===== config.mk =====
export PLATFORM = sky130hd
export DESIGN_NAME = psds_cordic
export DESIGN_NICKNAME = d
export VERILOG_FILES = /design/src/psds_pkg.sv /design/src/psds_cordic.sv
export SDC_FILE = /design/constraint.sdc
export NUM_CORES = 2
export LEC_CHECK = 0
export BUFFER_PORTS_ARGS = -buffer_cell sky130_fd_sc_hd__buf_2
export CORE_UTILIZATION = 35
export DETAILED_ROUTE_END_ITERATION = 8
export GPL_TIMING_DRIVEN = 0
export SLEW_MARGIN = 5
export SYNTH_ARGS = -nofsm -noshare
export SYNTH_HDL_FRONTEND = slang
export SYNTH_SLANG_ARGS = --single-unit

===== constraint.sdc =====
create_clock -name clk_i -period 5 [get_ports clk_i]
set_input_delay 1 -clock clk_i [delete_from_list [all_inputs] [get_ports clk_i]]
set_output_delay 1 -clock clk_i [all_outputs]
set_load 0.01 [all_outputs]

===== src/psds_pkg.sv =====
// Shared constants, widths and the CORDIC angle table for the phase-shift depth step.
`default_nettype none
package psds_pkg;

  localparam int unsigned SAMPLE_WIDTH_DEF  = 16;
  localparam int unsigned CORDIC_STAGES_DEF = 16;

  localparam int unsigned MAX_GRID_WIDTH = 4096;
  localparam int unsigned MAX_FREQ_BINS  = 1024;

  localparam int unsigned K_W    = 12;
  localparam int unsigned W_W    = 10;
  localparam int unsigned GW_W   = 13;
  localparam int unsigned CFG_W  = 32;
  localparam int unsigned IDX_W  = 2;
  localparam int unsigned WSQ_W  = 2 * W_W;
  localparam int unsigned KSQ_W  = 2 * K_W;
  localparam int unsigned ARG_W  = CFG_W + WSQ_W;
  localparam int unsigned ROOT_W = ARG_W / 2;
  localparam int unsigned REM_W  = ROOT_W + 2;
  localparam int unsigned PH_W   = 32;
  localparam int unsigned CW     = 34;
  localparam int unsigned FRAC_SHIFT = 30;

  localparam logic [CW-1:0] CORDIC_GAIN = CW'(652032874);

  localparam logic [IDX_W-1:0] REG_DEPTH_SCALE = 2'd0;
  localparam logic [IDX_W-1:0] REG_PHASE_SCALE = 2'd1;
  localparam logic [IDX_W-1:0] REG_GRID_WIDTH  = 2'd2;

  localparam logic [CFG_W-1:0] DEPTH_SCALE_RST = 32'd65536;
  localparam logic [CFG_W-1:0] PHASE_SCALE_RST = 32'd0;
  localparam logic [GW_W-1:0]  GRID_WIDTH_RST  = 13'd256;

  // atan(2^-i) in Q0.32 turns
  function automatic logic [PH_W-1:0] rot_turn(input int unsigned i);
    logic [PH_W-1:0] r;
    case (i)
      0:  r = 32'd536870912;
      1:  r = 32'd316933406;
      2:  r = 32'd167458907;
      3:  r = 32'd85004756;
      4:  r = 32'd42667331;
      5:  r = 32'd21354465;
      6:  r = 32'd10679838;
      7:  r = 32'd5340245;
      8:  r = 32'd2670163;
      9:  r = 32'd1335087;
      10: r = 32'd667544;
      11: r = 32'd333772;
      12: r = 32'd166886;
      13: r = 32'd83443;
      14: r = 32'd41722;
      15: r = 32'd20861;
      16: r = 32'd10430;
      17: r = 32'd5215;
      18: r = 32'd2608;
      19: r = 32'd1304;
      20: r = 32'd652;
      21: r = 32'd326;
      22: r = 32'd163;
      23: r = 32'd81;
      24: r = 32'd41;
      25: r = 32'd20;
      26: r = 32'd10;
      27: r = 32'd5;
      28: r = 32'd3;
      29: r = 32'd1;
      30: r = 32'd1;
      default: r = 32'd0;
    endcase
    return r;
  endfunction

endpackage
`default_nettype wire


===== src/psds_cordic.sv =====
// Pipelined CORDIC cosine and sine of a Q0.32 turn phase, with quadrant fold.
`default_nettype none
module psds_cordic #(
  parameter int unsigned STAGES = psds_pkg::CORDIC_STAGES_DEF,
  parameter int unsigned SIDE_W = 1
) (
  input  wire logic                        clk_i,
  input  wire logic                        rst_ni,
  input  wire logic                        en_i,
  input  wire logic                        valid_i,
  input  wire logic [psds_pkg::PH_W-1:0]   phase_i,
  input  wire logic [SIDE_W-1:0]           side_i,
  output logic                             valid_o,
  output logic signed [psds_pkg::CW-1:0]   cos_o,
  output logic signed [psds_pkg::CW-1:0]   sin_o,
  output logic [SIDE_W-1:0]                side_o
);
  import psds_pkg::*;

  logic [STAGES:0]                  vld_q;
  logic signed [STAGES:0][CW-1:0]   x_q, y_q, z_q;
  logic [STAGES:0][1:0]             quad_q;
  logic [STAGES:0][SIDE_W-1:0]      side_q;

  // initial vector
  always_ff @(posedge clk_i or negedge rst_ni) begin
    if (!rst_ni) begin
      vld_q[0] <= 1'b0;
    end else if (en_i) begin
      vld_q[0] <= valid_i;
    end
  end

  always_ff @(posedge clk_i) begin
    if (en_i) begin
      x_q[0]    <= CORDIC_GAIN;
      y_q[0]    <= '0;
      z_q[0]    <= {{(CW-PH_W+2){1'b0}}, phase_i[PH_W-3:0]};
      quad_q[0] <= phase_i[PH_W-1:PH_W-2];
      side_q[0] <= side_i;
    end
  end

  for (genvar i = 0; i < STAGES; i++) begin : g_stage
    logic signed [CW-1:0] dx, dy, rot, x_d, y_d, z_d;

    always_comb begin
      // elements of a packed array are unsigned; shift them as signed
      dx  = $signed(y_q[i]) >>> i;
      dy  = $signed(x_q[i]) >>> i;
      rot = {{(CW-PH_W){1'b0}}, rot_turn(i)};
      if (!z_q[i][CW-1]) begin
        x_d = x_q[i] - dx;
        y_d = y_q[i] + dy;
        z_d = z_q[i] - rot;
      end else begin
        x_d = x_q[i] + dx;
        y_d = y_q[i] - dy;
        z_d = z_q[i] + rot;
      end
    end

    always_ff @(posedge clk_i or negedge rst_ni) begin
      if (!rst_ni) begin
        vld_q[i+1] <= 1'b0;
      end else if (en_i) begin
        vld_q[i+1] <= vld_q[i];
      end
    end

    always_ff @(posedge clk_i) begin
      if (en_i) begin
        x_q[i+1]    <= x_d;
        y_q[i+1]    <= y_d;
        z_q[i+1]    <= z_d;
        quad_q[i+1] <= quad_q[i];
        side_q[i+1] <= side_q[i];
      end
    end
  end

  logic                 vld_out_q;
  logic signed [CW-1:0] cos_q, sin_q, cos_d, sin_d;
  logic [SIDE_W-1:0]    side_out_q;

  always_comb begin
    case (quad_q[STAGES])
      2'd0: begin
        cos_d = x_q[STAGES];
        sin_d = y_q[STAGES];
      end
      2'd1: begin
        cos_d = -y_q[STAGES];
        sin_d = x_q[STAGES];
      end
      2'd2: begin
        cos_d = -x_q[STAGES];
        sin_d = -y_q[STAGES];
      end
      default: begin
        cos_d = y_q[STAGES];
        sin_d = -x_q[STAGES];
      end
    endcase
  end

  always_ff @(posedge clk_i or negedge rst_ni) begin
    if (!rst_ni) begin
      vld_out_q <= 1'b0;
    end else if (en_i) begin
      vld_out_q <= vld_q[STAGES];
    end
  end

  always_ff @(posedge clk_i) begin
    if (en_i) begin
      cos_q      <= cos_d;
      sin_q      <= sin_d;
      side_out_q <= side_q[STAGES];
    end
  end

  assign valid_o = vld_out_q;
  assign cos_o   = cos_q;
  assign sin_o   = sin_q;
  assign side_o  = side_out_q;

endmodule
`default_nettype wire


==> results.toml <==
[critical_path]
crit_start = "g_stage[10].dx[7]"
crit_type = "flop to flop"
setup.worst_path.start_class = "flop"
cpPeakStageDelay_ns = 0.53
crit_fanout = 6
crit_top_cell = "a21o_1"
cp_slowest_cell = "edfxtp_1"
worst_r2r_startpoint = "g_stage[10].dx[7]"
path_cells = "or4_1, or4_1, nor4_4, inv_1, nor2_2, nor2_1, xnor2_1, ha_1, a21o_1, a21o_1, a21o_1, a21o_1, a21oi_1, o31ai_1, a31oi_1, o31ai_1, a21oi_1, xnor2_1"
crit_required_ns = 5.63
rr_worst_depth = 18
endpoint_kind = "flop"
critPathArrivalTime_ns = 5.47

[detailed_routing]
first_iter_violations = 6247
finalWirelength_um = 329000
drcViolationCount = 0
firstDrtPassIters = 6
final_antenna_net_count = 0
routedWlPerCell_um = 17.6
viasPerCell = 5.35
num_vias = 100137

[place]
place_ws_ns = -1.87
dp_hpwl_um = 256000
place.gp.congestion = 0.919
place_area_um2 = 135000
placed_cells = 18277
numPortBuffers = 106

[global_route]
grt_first_pass_wirelength_um = 520000
grt_antenna_before_repair = 3
grt_max_degree = 177
first_global_vias = 95829
track_usage = 0.173
overflow = 0

[synth]
synth_area_um2 = 128000
async_reset_ff_frac = 0.0114
synth_ff_type = "edfxtp_1"
synth_seq_area_share = 0.371
synth_common_cells = "edfxtp_1 (1564), a21oi_1 (1480), ha_1 (1320)"
syn_area_per_cell_um2 = 9.57
synth_top_area_frac = 0.367
synth_cells = 13366
synth-edff-count = 1564
ys_warn_count = 0
ys_ff_latch = 1582
yosysTopAreaCell = "edfxtp_1"
synth.area.top_cells = "edfxtp_1 (37%), ha_1 (13%), xnor2_1 (8.0%)"
ys_types = 89
synth_fp_nets = 14762
synth.most_common_cell = "edfxtp_1"

[timing]
grt_setup_unrepaired = "true"
fin_crit_sh = 0.968
max_slew_margin = 0.136
timing.final.crit_period_ns = 4.84
hold_viol_final = 0
tightestPinTransition_ns = 1.29
setup_viol = 0
final_max_slew_viol_count = 0
setup_ws_ns = 0.158
skew_ns = 0.106
max_freq_ghz = 0.207

[clocking]
clock_latency_ns = 0.92
cts_max_level = 4
cts_buffers = 199
path_clk_slew_ns = 0.06
ctsRootBufferMaster = "clkbuf_16"
cts_buffer_depth = 4
cts_tree = "done"
clock_sinks = 1582

[floorplan]
rows = 221
initial_core_util = 0.352
core_area_um2 = 363000
die_h_um = 607
die_area_um2 = 368000
num_io_pins = 107
die_w_um = 607

[cells_and_area]
fillers = 35872
drive_gt1_frac = 0.0671
fin_cells = 18730
multiInputGateArea_um2 = 78700
postLayoutCoreUtil = 0.395
final-seq-area_um2 = 47400
design_area_um2 = 144000
area_growth_syn_to_layout_pct = 12.2
fin_nets = 15164

[outcome]
status = "completed"

[min_path]
min_from = "phase_i[28]"
hold_depth = 1
hp-class = "input port to flop"

[flow_run]
cap_violations = 0
## state kept, by name, indices dropped and copies added, names as in the netlist, 17 cells and up
register / cells
g_stage.dy: 321
x_q: 149
vld_q: 17
cos_o: 34
side_q: 17
quad_q: 34
g_stage.dx: 323
z_q: 502
y_q: 149
sin_o: 34
## layer usage
layer / wire [um] / global-route usage / vias to the layer above
met3: 14000 / 0.0213 / 562
met1: 145000 / 0.218 / 47034
met5: 0 / 0 / -
met2: 158000 / 0.305 / 1990
li1: - / - / 50551
met4: 12000 / 0.0585 / 0
## path summary, 6_finish.rpt
kind / to / slack [ns]
min reg2reg: quad_q[6] / 0.38
min in group asynchronous: valid_o / 0.53
min: z_q[28] / 0.22
max: g_stage[11].dy[21] / 0.16
max in group asynchronous: vld_q[3] / 4.15
max reg2reg: g_stage[11].dy[21] / 0.16
## through the flow
| step | hold slack, ns | TNS (ns) |
|---|---|---|
| CTS | 0.126 | 0 |
| detailed placement | 0.405 | -327.76 |
| global route | 0.145 | -0.328 |
| finish | 0.217 | 0 |
| floorplan | 0.400 | 0 |
| global placement | 0.400 | - |
## cell families after synthesis
| kind of cell | count (synthesis) | synth area share |
|---|---|---|
| compound gates | 4104 | 0.202 |
| simple gates | 3602 | 0.136 |
| xor+xnor | 1797 | 0.123 |
| flops | 1582 | 0.371 |
| fa+ha+maj | 1359 | 0.135 |
| buf+inv | 811 | 0.0239 |
| mux | 111 | 0.00951 |
## area by class of cell
| class | instances | share of cell area |
|---|---|---|
| multi-input cells | 10973 | 0.548 |
| flip-flops and latches | 1582 | 0.330 |
| well taps | 4794 | 0.0418 |
| clock buffers | 223 | 0.0353 |
| inverters | 522 | 0.0139 |
| clock inverters | 144 | 0.0117 |
| repair buffers | 202 | 0.0102 |
| plain buffers | 281 | 0.00814 |
| repair inverters | 7 | 0.000262 |
| diodes | 2 | 0.0000349 |
## what timing repair did
action | in CTS | in global routing
setup endpoints to repair | 575 | 168
gates cloned | 7 | 0
hold buffers | 1 | 0
pin swaps | 2 | 18
resized for setup | 129 | 189
setup buffers | 36 | 48
endpoints found under the hold margin | 18 | 0
## critical path, delay by kind of cell, from the launching register on
family | cells | cell delay, ns
flops | 1 | 0.53
xor+xnor | 2 | 0.23
simple gates | 5 | 1.66
fa+ha+maj | 1 | 0.37
buf+inv | 1 | 0.09
compound gates | 9 | 1.72
## cell usage in the layout, fill, tap and decap left out, drive strengths merged, types with 38 or more instances in the layout
cell and count:
a211oi 112, mux2 65, a21oi 1480, clkinv 83
ha 1320, nand4 107, o21ai 704, inv 531
o31ai 88, mux2i 44, o21a 197, nor2b 211
nor2 1187, o41ai 55, o31a 47, or3 94
nand2 736, xor2 629, nor3 325, nand3 224
nor4 87, a31oi 172, xnor2 1168, o21bai 159
edfxtp 1564, o211ai 38, buf 246, and3 115
clkbuf 459, or2 53, fa 39, nand2b 198
and2 83, a21o 664
Power is not shown: default switching activity piles up to over one toggle a cycle in this logic, so the estimate is an artifact.
