$ cat src/psds_pkg.sv
// Shared constants, widths and the CORDIC angle table for the phase-shift depth step.
`default_nettype none
package psds_pkg;

  localparam int unsigned SAMPLE_WIDTH_DEF  = 16;
  localparam int unsigned CORDIC_STAGES_DEF = 16;

  localparam int unsigned MAX_GRID_WIDTH = 4096;
  localparam int unsigned MAX_FREQ_BINS  = 1024;

  localparam int unsigned K_W    = 12;
  localparam int unsigned W_W    = 10;
  localparam int unsigned GW_W   = 13;
  localparam int unsigned CFG_W  = 32;
  localparam int unsigned IDX_W  = 2;
  localparam int unsigned WSQ_W  = 2 * W_W;
  localparam int unsigned KSQ_W  = 2 * K_W;
  localparam int unsigned ARG_W  = CFG_W + WSQ_W;
  localparam int unsigned ROOT_W = ARG_W / 2;
  localparam int unsigned REM_W  = ROOT_W + 2;
  localparam int unsigned PH_W   = 32;
  localparam int unsigned CW     = 34;
  localparam int unsigned FRAC_SHIFT = 30;

  localparam logic [CW-1:0] CORDIC_GAIN = CW'(652032874);

  localparam logic [IDX_W-1:0] REG_DEPTH_SCALE = 2'd0;
  localparam logic [IDX_W-1:0] REG_PHASE_SCALE = 2'd1;
  localparam logic [IDX_W-1:0] REG_GRID_WIDTH  = 2'd2;

  localparam logic [CFG_W-1:0] DEPTH_SCALE_RST = 32'd65536;
  localparam logic [CFG_W-1:0] PHASE_SCALE_RST = 32'd0;
  localparam logic [GW_W-1:0]  GRID_WIDTH_RST  = 13'd256;

  // atan(2^-i) in Q0.32 turns
  function automatic logic [PH_W-1:0] rot_turn(input int unsigned i);
    logic [PH_W-1:0] r;
    case (i)
      0:  r = 32'd536870912;
      1:  r = 32'd316933406;
      2:  r = 32'd167458907;
      3:  r = 32'd85004756;
      4:  r = 32'd42667331;
      5:  r = 32'd21354465;
      6:  r = 32'd10679838;
      7:  r = 32'd5340245;
      8:  r = 32'd2670163;
      9:  r = 32'd1335087;
      10: r = 32'd667544;
      11: r = 32'd333772;
      12: r = 32'd166886;
      13: r = 32'd83443;
      14: r = 32'd41722;
      15: r = 32'd20861;
      16: r = 32'd10430;
      17: r = 32'd5215;
      18: r = 32'd2608;
      19: r = 32'd1304;
      20: r = 32'd652;
      21: r = 32'd326;
      22: r = 32'd163;
      23: r = 32'd81;
      24: r = 32'd41;
      25: r = 32'd20;
      26: r = 32'd10;
      27: r = 32'd5;
      28: r = 32'd3;
      29: r = 32'd1;
      30: r = 32'd1;
      default: r = 32'd0;
    endcase
    return r;
  endfunction

endpackage
`default_nettype wire

$ cat src/psds_sqrt.sv
// Pipelined floor integer square root, one result bit per register stage.
`default_nettype none
module psds_sqrt #(
  parameter int unsigned SIDE_W = 1
) (
  input  wire logic                        clk_i,
  input  wire logic                        rst_ni,
  input  wire logic                        en_i,
  input  wire logic                        valid_i,
  input  wire logic [psds_pkg::ARG_W-1:0]  arg_i,
  input  wire logic [SIDE_W-1:0]           side_i,
  output logic                             valid_o,
  output logic [psds_pkg::ROOT_W-1:0]      root_o,
  output logic [SIDE_W-1:0]                side_o
);
  import psds_pkg::*;

  logic [ROOT_W:1]             vld_q;
  logic [ROOT_W:1][ARG_W-1:0]  arg_q;
  logic [ROOT_W:1][REM_W-1:0]  rem_q;
  logic [ROOT_W:1][ROOT_W-1:0] root_q;
  logic [ROOT_W:1][SIDE_W-1:0] side_q;

  for (genvar j = 0; j < ROOT_W; j++) begin : g_stage
    logic              vld_in;
    logic [ARG_W-1:0]  arg_in;
    logic [REM_W-1:0]  rem_in;
    logic [ROOT_W-1:0] root_in;
    logic [SIDE_W-1:0] side_in;
    logic [REM_W-1:0]  rem_sh, trial, rem_d;
    logic [ROOT_W-1:0] root_d;

    if (j == 0) begin : g_src
      assign vld_in  = valid_i;
      assign arg_in  = arg_i;
      assign rem_in  = '0;
      assign root_in = '0;
      assign side_in = side_i;
    end else begin : g_src
      assign vld_in  = vld_q[j];
      assign arg_in  = arg_q[j];
      assign rem_in  = rem_q[j];
      assign root_in = root_q[j];
      assign side_in = side_q[j];
    end

    always_comb begin
      rem_sh = {rem_in[REM_W-3:0], arg_in[ARG_W-1-2*j -: 2]};
      trial  = {root_in, 2'b01};
      if (rem_sh >= trial) begin
        rem_d  = rem_sh - trial;
        root_d = {root_in[ROOT_W-2:0], 1'b1};
      end else begin
        rem_d  = rem_sh;
        root_d = {root_in[ROOT_W-2:0], 1'b0};
      end
    end

    always_ff @(posedge clk_i or negedge rst_ni) begin
      if (!rst_ni) begin
        vld_q[j+1] <= 1'b0;
      end else if (en_i) begin
        vld_q[j+1] <= vld_in;
      end
    end

    always_ff @(posedge clk_i) begin
      if (en_i) begin
        arg_q[j+1]  <= arg_in;
        rem_q[j+1]  <= rem_d;
        root_q[j+1] <= root_d;
        side_q[j+1] <= side_in;
      end
    end
  end

  assign valid_o = vld_q[ROOT_W];
  assign root_o  = root_q[ROOT_W];
  assign side_o  = side_q[ROOT_W];

endmodule
`default_nettype wire

$ cat config.mk
export PLATFORM = sky130hd
export DESIGN_NAME = psds_sqrt
export DESIGN_NICKNAME = d
export VERILOG_FILES = /design/src/psds_pkg.sv /design/src/psds_sqrt.sv
export SDC_FILE = /design/constraint.sdc
export NUM_CORES = 2
export LEC_CHECK = 0
export BUFFER_PORTS_ARGS = -buffer_cell sky130_fd_sc_hd__buf_2
export CORE_MARGIN = 5
export CORE_UTILIZATION = 50
export DETAILED_ROUTE_END_ITERATION = 10
export HOLD_SLACK_MARGIN = 0.03
export PLACE_DENSITY = 0.72
export SYNTH_ARGS = -nofsm -noshare
export SYNTH_HDL_FRONTEND = slang
export SYNTH_SLANG_ARGS = --single-unit
export TNS_END_PERCENT = 20
$ cat constraint.sdc
create_clock -name clk_i -period 6.35 [get_ports clk_i]
set_input_delay 0.3175 -clock clk_i [delete_from_list [all_inputs] [get_ports clk_i]]
set_output_delay 0.3175 -clock clk_i [all_outputs]
set_load 0.02 [all_outputs]
==> impl_table.tex <==
\begin{tabular}{lr}
\hline
Metric & Value \\
\hline
\multicolumn{2}{l}{\textbf{Status}} \\
\quad Run status & finished, final reports clean \\
\multicolumn{2}{l}{\textbf{Timing}} \\
\quad Final Slew Violations & 0 \\
\quad Slew at the pin closest to its max-slew limit & 1206 ps \\
\quad Post-route setup TNS & 0 ps \\
\quad Crit path time final & 4085 ps \\
\quad Relative max-transition margin & 19.61\% \\
\quad Period utilization & 64.33\% \\
\quad Setup Viol. Count Final & 0 \\
\quad Peak clock frequency supported by timing & 244.8 MHz \\
\quad Worst setup skew after layout & 32.18 ps \\
\quad Hold Fails Final Rpt & 0 \\
\quad RSZ-0062 raised after global routing & no \\
\multicolumn{2}{l}{\textbf{Finish}} \\
\quad Share of layout cells above drive strength 1 & 8.274\% \\
\quad Post-layout utilization of the core & 56.37\% \\
\quad Area grow syn2layout & 11.89\% \\
\quad Multi-input gate area & 0.02389 mm2 \\
\quad Number of fillers in the final layout & 11980 \\
\quad Total area of sequential cells & 0.04957 mm2 \\
\quad Total Nets Final & 6356 \\
\quad Number of antenna repair diodes & 0 \\
\multicolumn{2}{l}{\textbf{Critical path}} \\
\quad CP top delay family & simple AND/OR/NAND/NOR gates \\
\quad Critical Path Fanout Max & 29 \\
\quad Longest individual stage delay on the worst path & 850 ps \\
\quad Count of cells along the worst register-to-register path & 8 \\
\quad Type of the worst setup path & flip-flop to flip-flop \\
\quad Combined buffer and inverter count along the critical path & 1 \\
\quad Critical Path Slowest Stage Cell & sky130\_fd\_sc\_hd\_\_nor4\_1 \\
\quad Worst Path Required & 6840 ps \\
\quad Number of logic stages on the critical path including buffering & 8 \\
\quad Kind of start point of the critical path & flip-flop \\
\quad Ordered list of cells on the worst path & ha\_1 -> or3\_1 -> or3\_1 -> nor4\_1 -> o41ai\_1 -> o31ai\_4 -> buf\_4 -> o21ai\_0 \\
\quad Type of element capturing the critical path & flip-flop \\
\quad Most prevalent standard cell on the critical path & sky130\_fd\_sc\_hd\_\_or3\_1 \\
\quad Data arrival, critical path & 4580 ps \\
\multicolumn{2}{l}{\textbf{Synthesis}} \\
\quad Share of async-settable or async-resettable flops after synthesis & 1.571\% \\
\quad Cells taking the most area after synthesis & sky130\_fd\_sc\_hd\_\_edfxtp\_1 (65\%), sky130\_fd\_sc\_hd\_\_ha\_1 (6.3\%), sky130\_fd\_sc\_hd\_\_xnor2\_1 (3.1\%), sky130\_fd\_sc\_hd\_\_xor2\_1 (2.5\%), sky130\_fd\_sc\_hd\_\_a21oi\_1 (2.4\%) \\
\quad Post-synthesis average cell area & 13.31 um2 \\
\quad Netlist area before placement & 0.07554 mm2 \\
\quad Number of nets in the synthesized netlist & 6109 \\
\quad Fraction of the yosys area taken by sequential cells & 65.61\% \\
\quad Seq cells post-synth & 1655 \\
\quad Synth Warn \# & 0 \\
\quad Biggest area consumer among synthesized cells & sky130\_fd\_sc\_hd\_\_edfxtp\_1 \\
\quad Area share of the largest cell type after synthesis & 64.75\% \\
\quad Most numerous cell types in the synthesized netlist & sky130\_fd\_sc\_hd\_\_edfxtp\_1 (1629), sky130\_fd\_sc\_hd\_\_inv\_1 (470), sky130\_fd\_sc\_hd\_\_ha\_1 (378) \\
\quad Distinct cell type count of the synthesized netlist & 81 \\
\quad Most instantiated library cell after synthesis & sky130\_fd\_sc\_hd\_\_edfxtp\_1 \\
\quad Number of flops mapped to enable cells by yosys & 1629 \\
\quad Number of instances in the synthesized netlist & 5674 \\
\quad Main synth FF type & sky130\_fd\_sc\_hd\_\_edfxtp\_1 \\
\multicolumn{2}{l}{\textbf{Routing}} \\
\quad Number of detailed-route iterations in the first pass & 6 \\
\quad Vias post-DR & 44090 \\
\quad Routed wire length per instance & 16.73 um \\
\quad Initial DRC count & 3635 \\
\quad Vias per Instance & 5.462 \\
\quad Post-route ant nets & 0 \\
\quad Post-Route WL & 135.0 mm \\
\quad Number of design rule violations left after detail routing & 0 \\
\multicolumn{2}{l}{\textbf{Global routing}} \\
\quad First-pass GRT wire length & 221.4 mm \\
\quad Initial antenna violation count & 0 \\
\quad Overflow after GRT & 0 \\
\quad Number of global-route vias before repair & 43410 \\
\quad Maximum number of pins on one net before global-route repair & 180 \\
\quad All-Layer GR Usage & 16.98\% \\
\multicolumn{2}{l}{\textbf{Placement}} \\
\quad Routability-driven placement congestion ratio & 0.9163 \\
\quad PortBufs & 84 \\
\quad Post-DP HPWL & 92.18 mm \\
\multicolumn{2}{l}{\textbf{Die}} \\
\quad Total Die Area & 0.1590 mm2 \\
\quad Overall die width & 398.7 um \\
\quad Die span in y & 398.7 um \\
\quad Boundary Pins & 85 \\
\quad Placeable Area & 0.1500 mm2 \\
\quad Total number of placement rows & 142 \\
\quad Starting Density & 50.38\% \\
\multicolumn{2}{l}{\textbf{Hold path}} \\
\quad Worst Hold Depth & 1 \\
\quad Kind of path behind the tightest hold check & primary input to flip-flop \\
\multicolumn{2}{l}{\textbf{Clock tree}} \\
\quad Master cell of the clock root buffer & sky130\_fd\_sc\_hd\_\_clkbuf\_16 \\
\quad Count of clock tree sinks & 1655 \\
\quad CTS tree & done \\
\quad Clock transition at path regs & 60 ps \\
\quad Clock latency at the later pin of the worst-skew pair & 790 ps \\
\quad H-tree levels & 4 \\
\quad Number of resized instances in the post-cts repair step & 0 \\
\quad Clock tree buffer depth & 3 \\
\quad Number of buffers created by CTS & 168 \\
\multicolumn{2}{l}{\textbf{Power}} \\
\quad Total power of the final layout & 30.21 mW \\
\quad Areal power density over the cells & 357.4 mW/mm2 \\
\quad Static leakage power & 32.50 nW \\
\quad Worst IR drop on VDD & 0.2824 mV \\
\multicolumn{2}{l}{\textbf{Run}} \\
\quad Max-cap violation count & 0 \\
\hline
\end{tabular}
## power by group
| group | switching, mW | internal [mW] |
|---|---|---|
| clock network | 4.11 | 5.51 |
| registers | 0.824 | 13.8 |
| logic | 3.33 | 2.60 |
| total | 8.26 | 21.9 |
## sequential cells by signal (all words and copies together), names as in the netlist
name	flops
side_o	1
g_stage.arg_in	650
g_stage.side_in	25
g_stage.vld_in	25
valid_o	1
g_stage.root_in	325
root_o	26
g_stage.rem_in	602
## stage by stage
step / instance area [um2] / worst slack [ps] / hold slack [ps] / instances
finish: 84520 / 2265 / 34.38 / 8071
global placement: 78480 / 2365 / 336.4 / 7709
CTS: 84520 / 2274 / 34.54 / 8071
detailed placement: 78480 / 2317 / 356.4 / 7709
global route: 84520 / 1984 / 64.04 / 8071
floorplan: 75540 / 3169 / 21.91 / 5674
## logic make-up after synthesis
| family | after synthesis | share of synthesized area [%] |
|---|---|---|
| flip-flops | 1655 | 65.61 |
| AND/OR/NAND/NOR | 1361 | 8.914 |
| AO/OA/AOI/OAI | 1114 | 9.065 |
| buffers and inverters | 565 | 2.826 |
| XOR/XNOR | 485 | 5.623 |
| adder cells (fa/ha/maj) | 378 | 6.261 |
| multiplexers | 115 | 1.693 |
| other | 1 | 0.004964 |
## area by class of cell
cell class | count | area share [%]
sequential | 1655 | 58.64
multi-input combinational | 3454 | 28.27
clock buffer | 203 | 5.304
tap | 2016 | 2.984
inverter | 474 | 2.105
timing repair buffer | 168 | 1.548
clock inverter | 101 | 1.147
## routing by layer
| layer | routed length [um] | up-vias | global-route usage (%) | share of wire, % |
|---|---|---|---|---|
| met5 | 0 | - | 0 | 0 |
| met4 | 3878 | 0 | 5.704 | 2.9 |
| met3 | 7842 | 258 | 3.439 | 5.8 |
| met2 | 62510 | 1075 | 27.02 | 46 |
| met1 | 60780 | 21220 | 23.52 | 45 |
| li1 | - | 21540 | - | - |
## final timing paths
path | end | slack (ps) | from
max in group asynchronous | g_stage[4].vld_in$_DFFE_PN0P_ | 5580 | rst_ni
min reg2reg | g_stage[16].arg_in[9]$_DFFE_PP_ | 400 | g_stage[15].arg_in[9]$_DFFE_PP_
max | g_stage[20].rem_in[5]$_DFFE_PP_ | 2270 | g_stage[19].rem_in[18]$_DFFE_PP_
min | g_stage[1].arg_in[1]$_DFFE_PP_ | 30 | en_i
max reg2reg | g_stage[20].rem_in[5]$_DFFE_PP_ | 2270 | g_stage[19].rem_in[18]$_DFFE_PP_
min in group asynchronous | g_stage[5].vld_in$_DFFE_PN0P_ | 620 | rst_ni
## repair_timing
item,in CTS,in global routing
hold buffers,58,0
setup buffers,0,0
hold endpoints to repair,81,0
## cell usage in the layout (no fill, tap or decap), types with 144 or more instances in the layout
master                      instances
sky130_fd_sc_hd__a21o_1           144
sky130_fd_sc_hd__inv_1            470
sky130_fd_sc_hd__ha_1             378
sky130_fd_sc_hd__xor2_1           214
sky130_fd_sc_hd__o21ai_0          286
sky130_fd_sc_hd__nand2_1          350
sky130_fd_sc_hd__edfxtp_1        1629
sky130_fd_sc_hd__a21oi_1          358
sky130_fd_sc_hd__xnor2_1          271
sky130_fd_sc_hd__nor2_1           324
sky130_fd_sc_hd__clkbuf_16        174
Power figures use the tool's default switching activity.
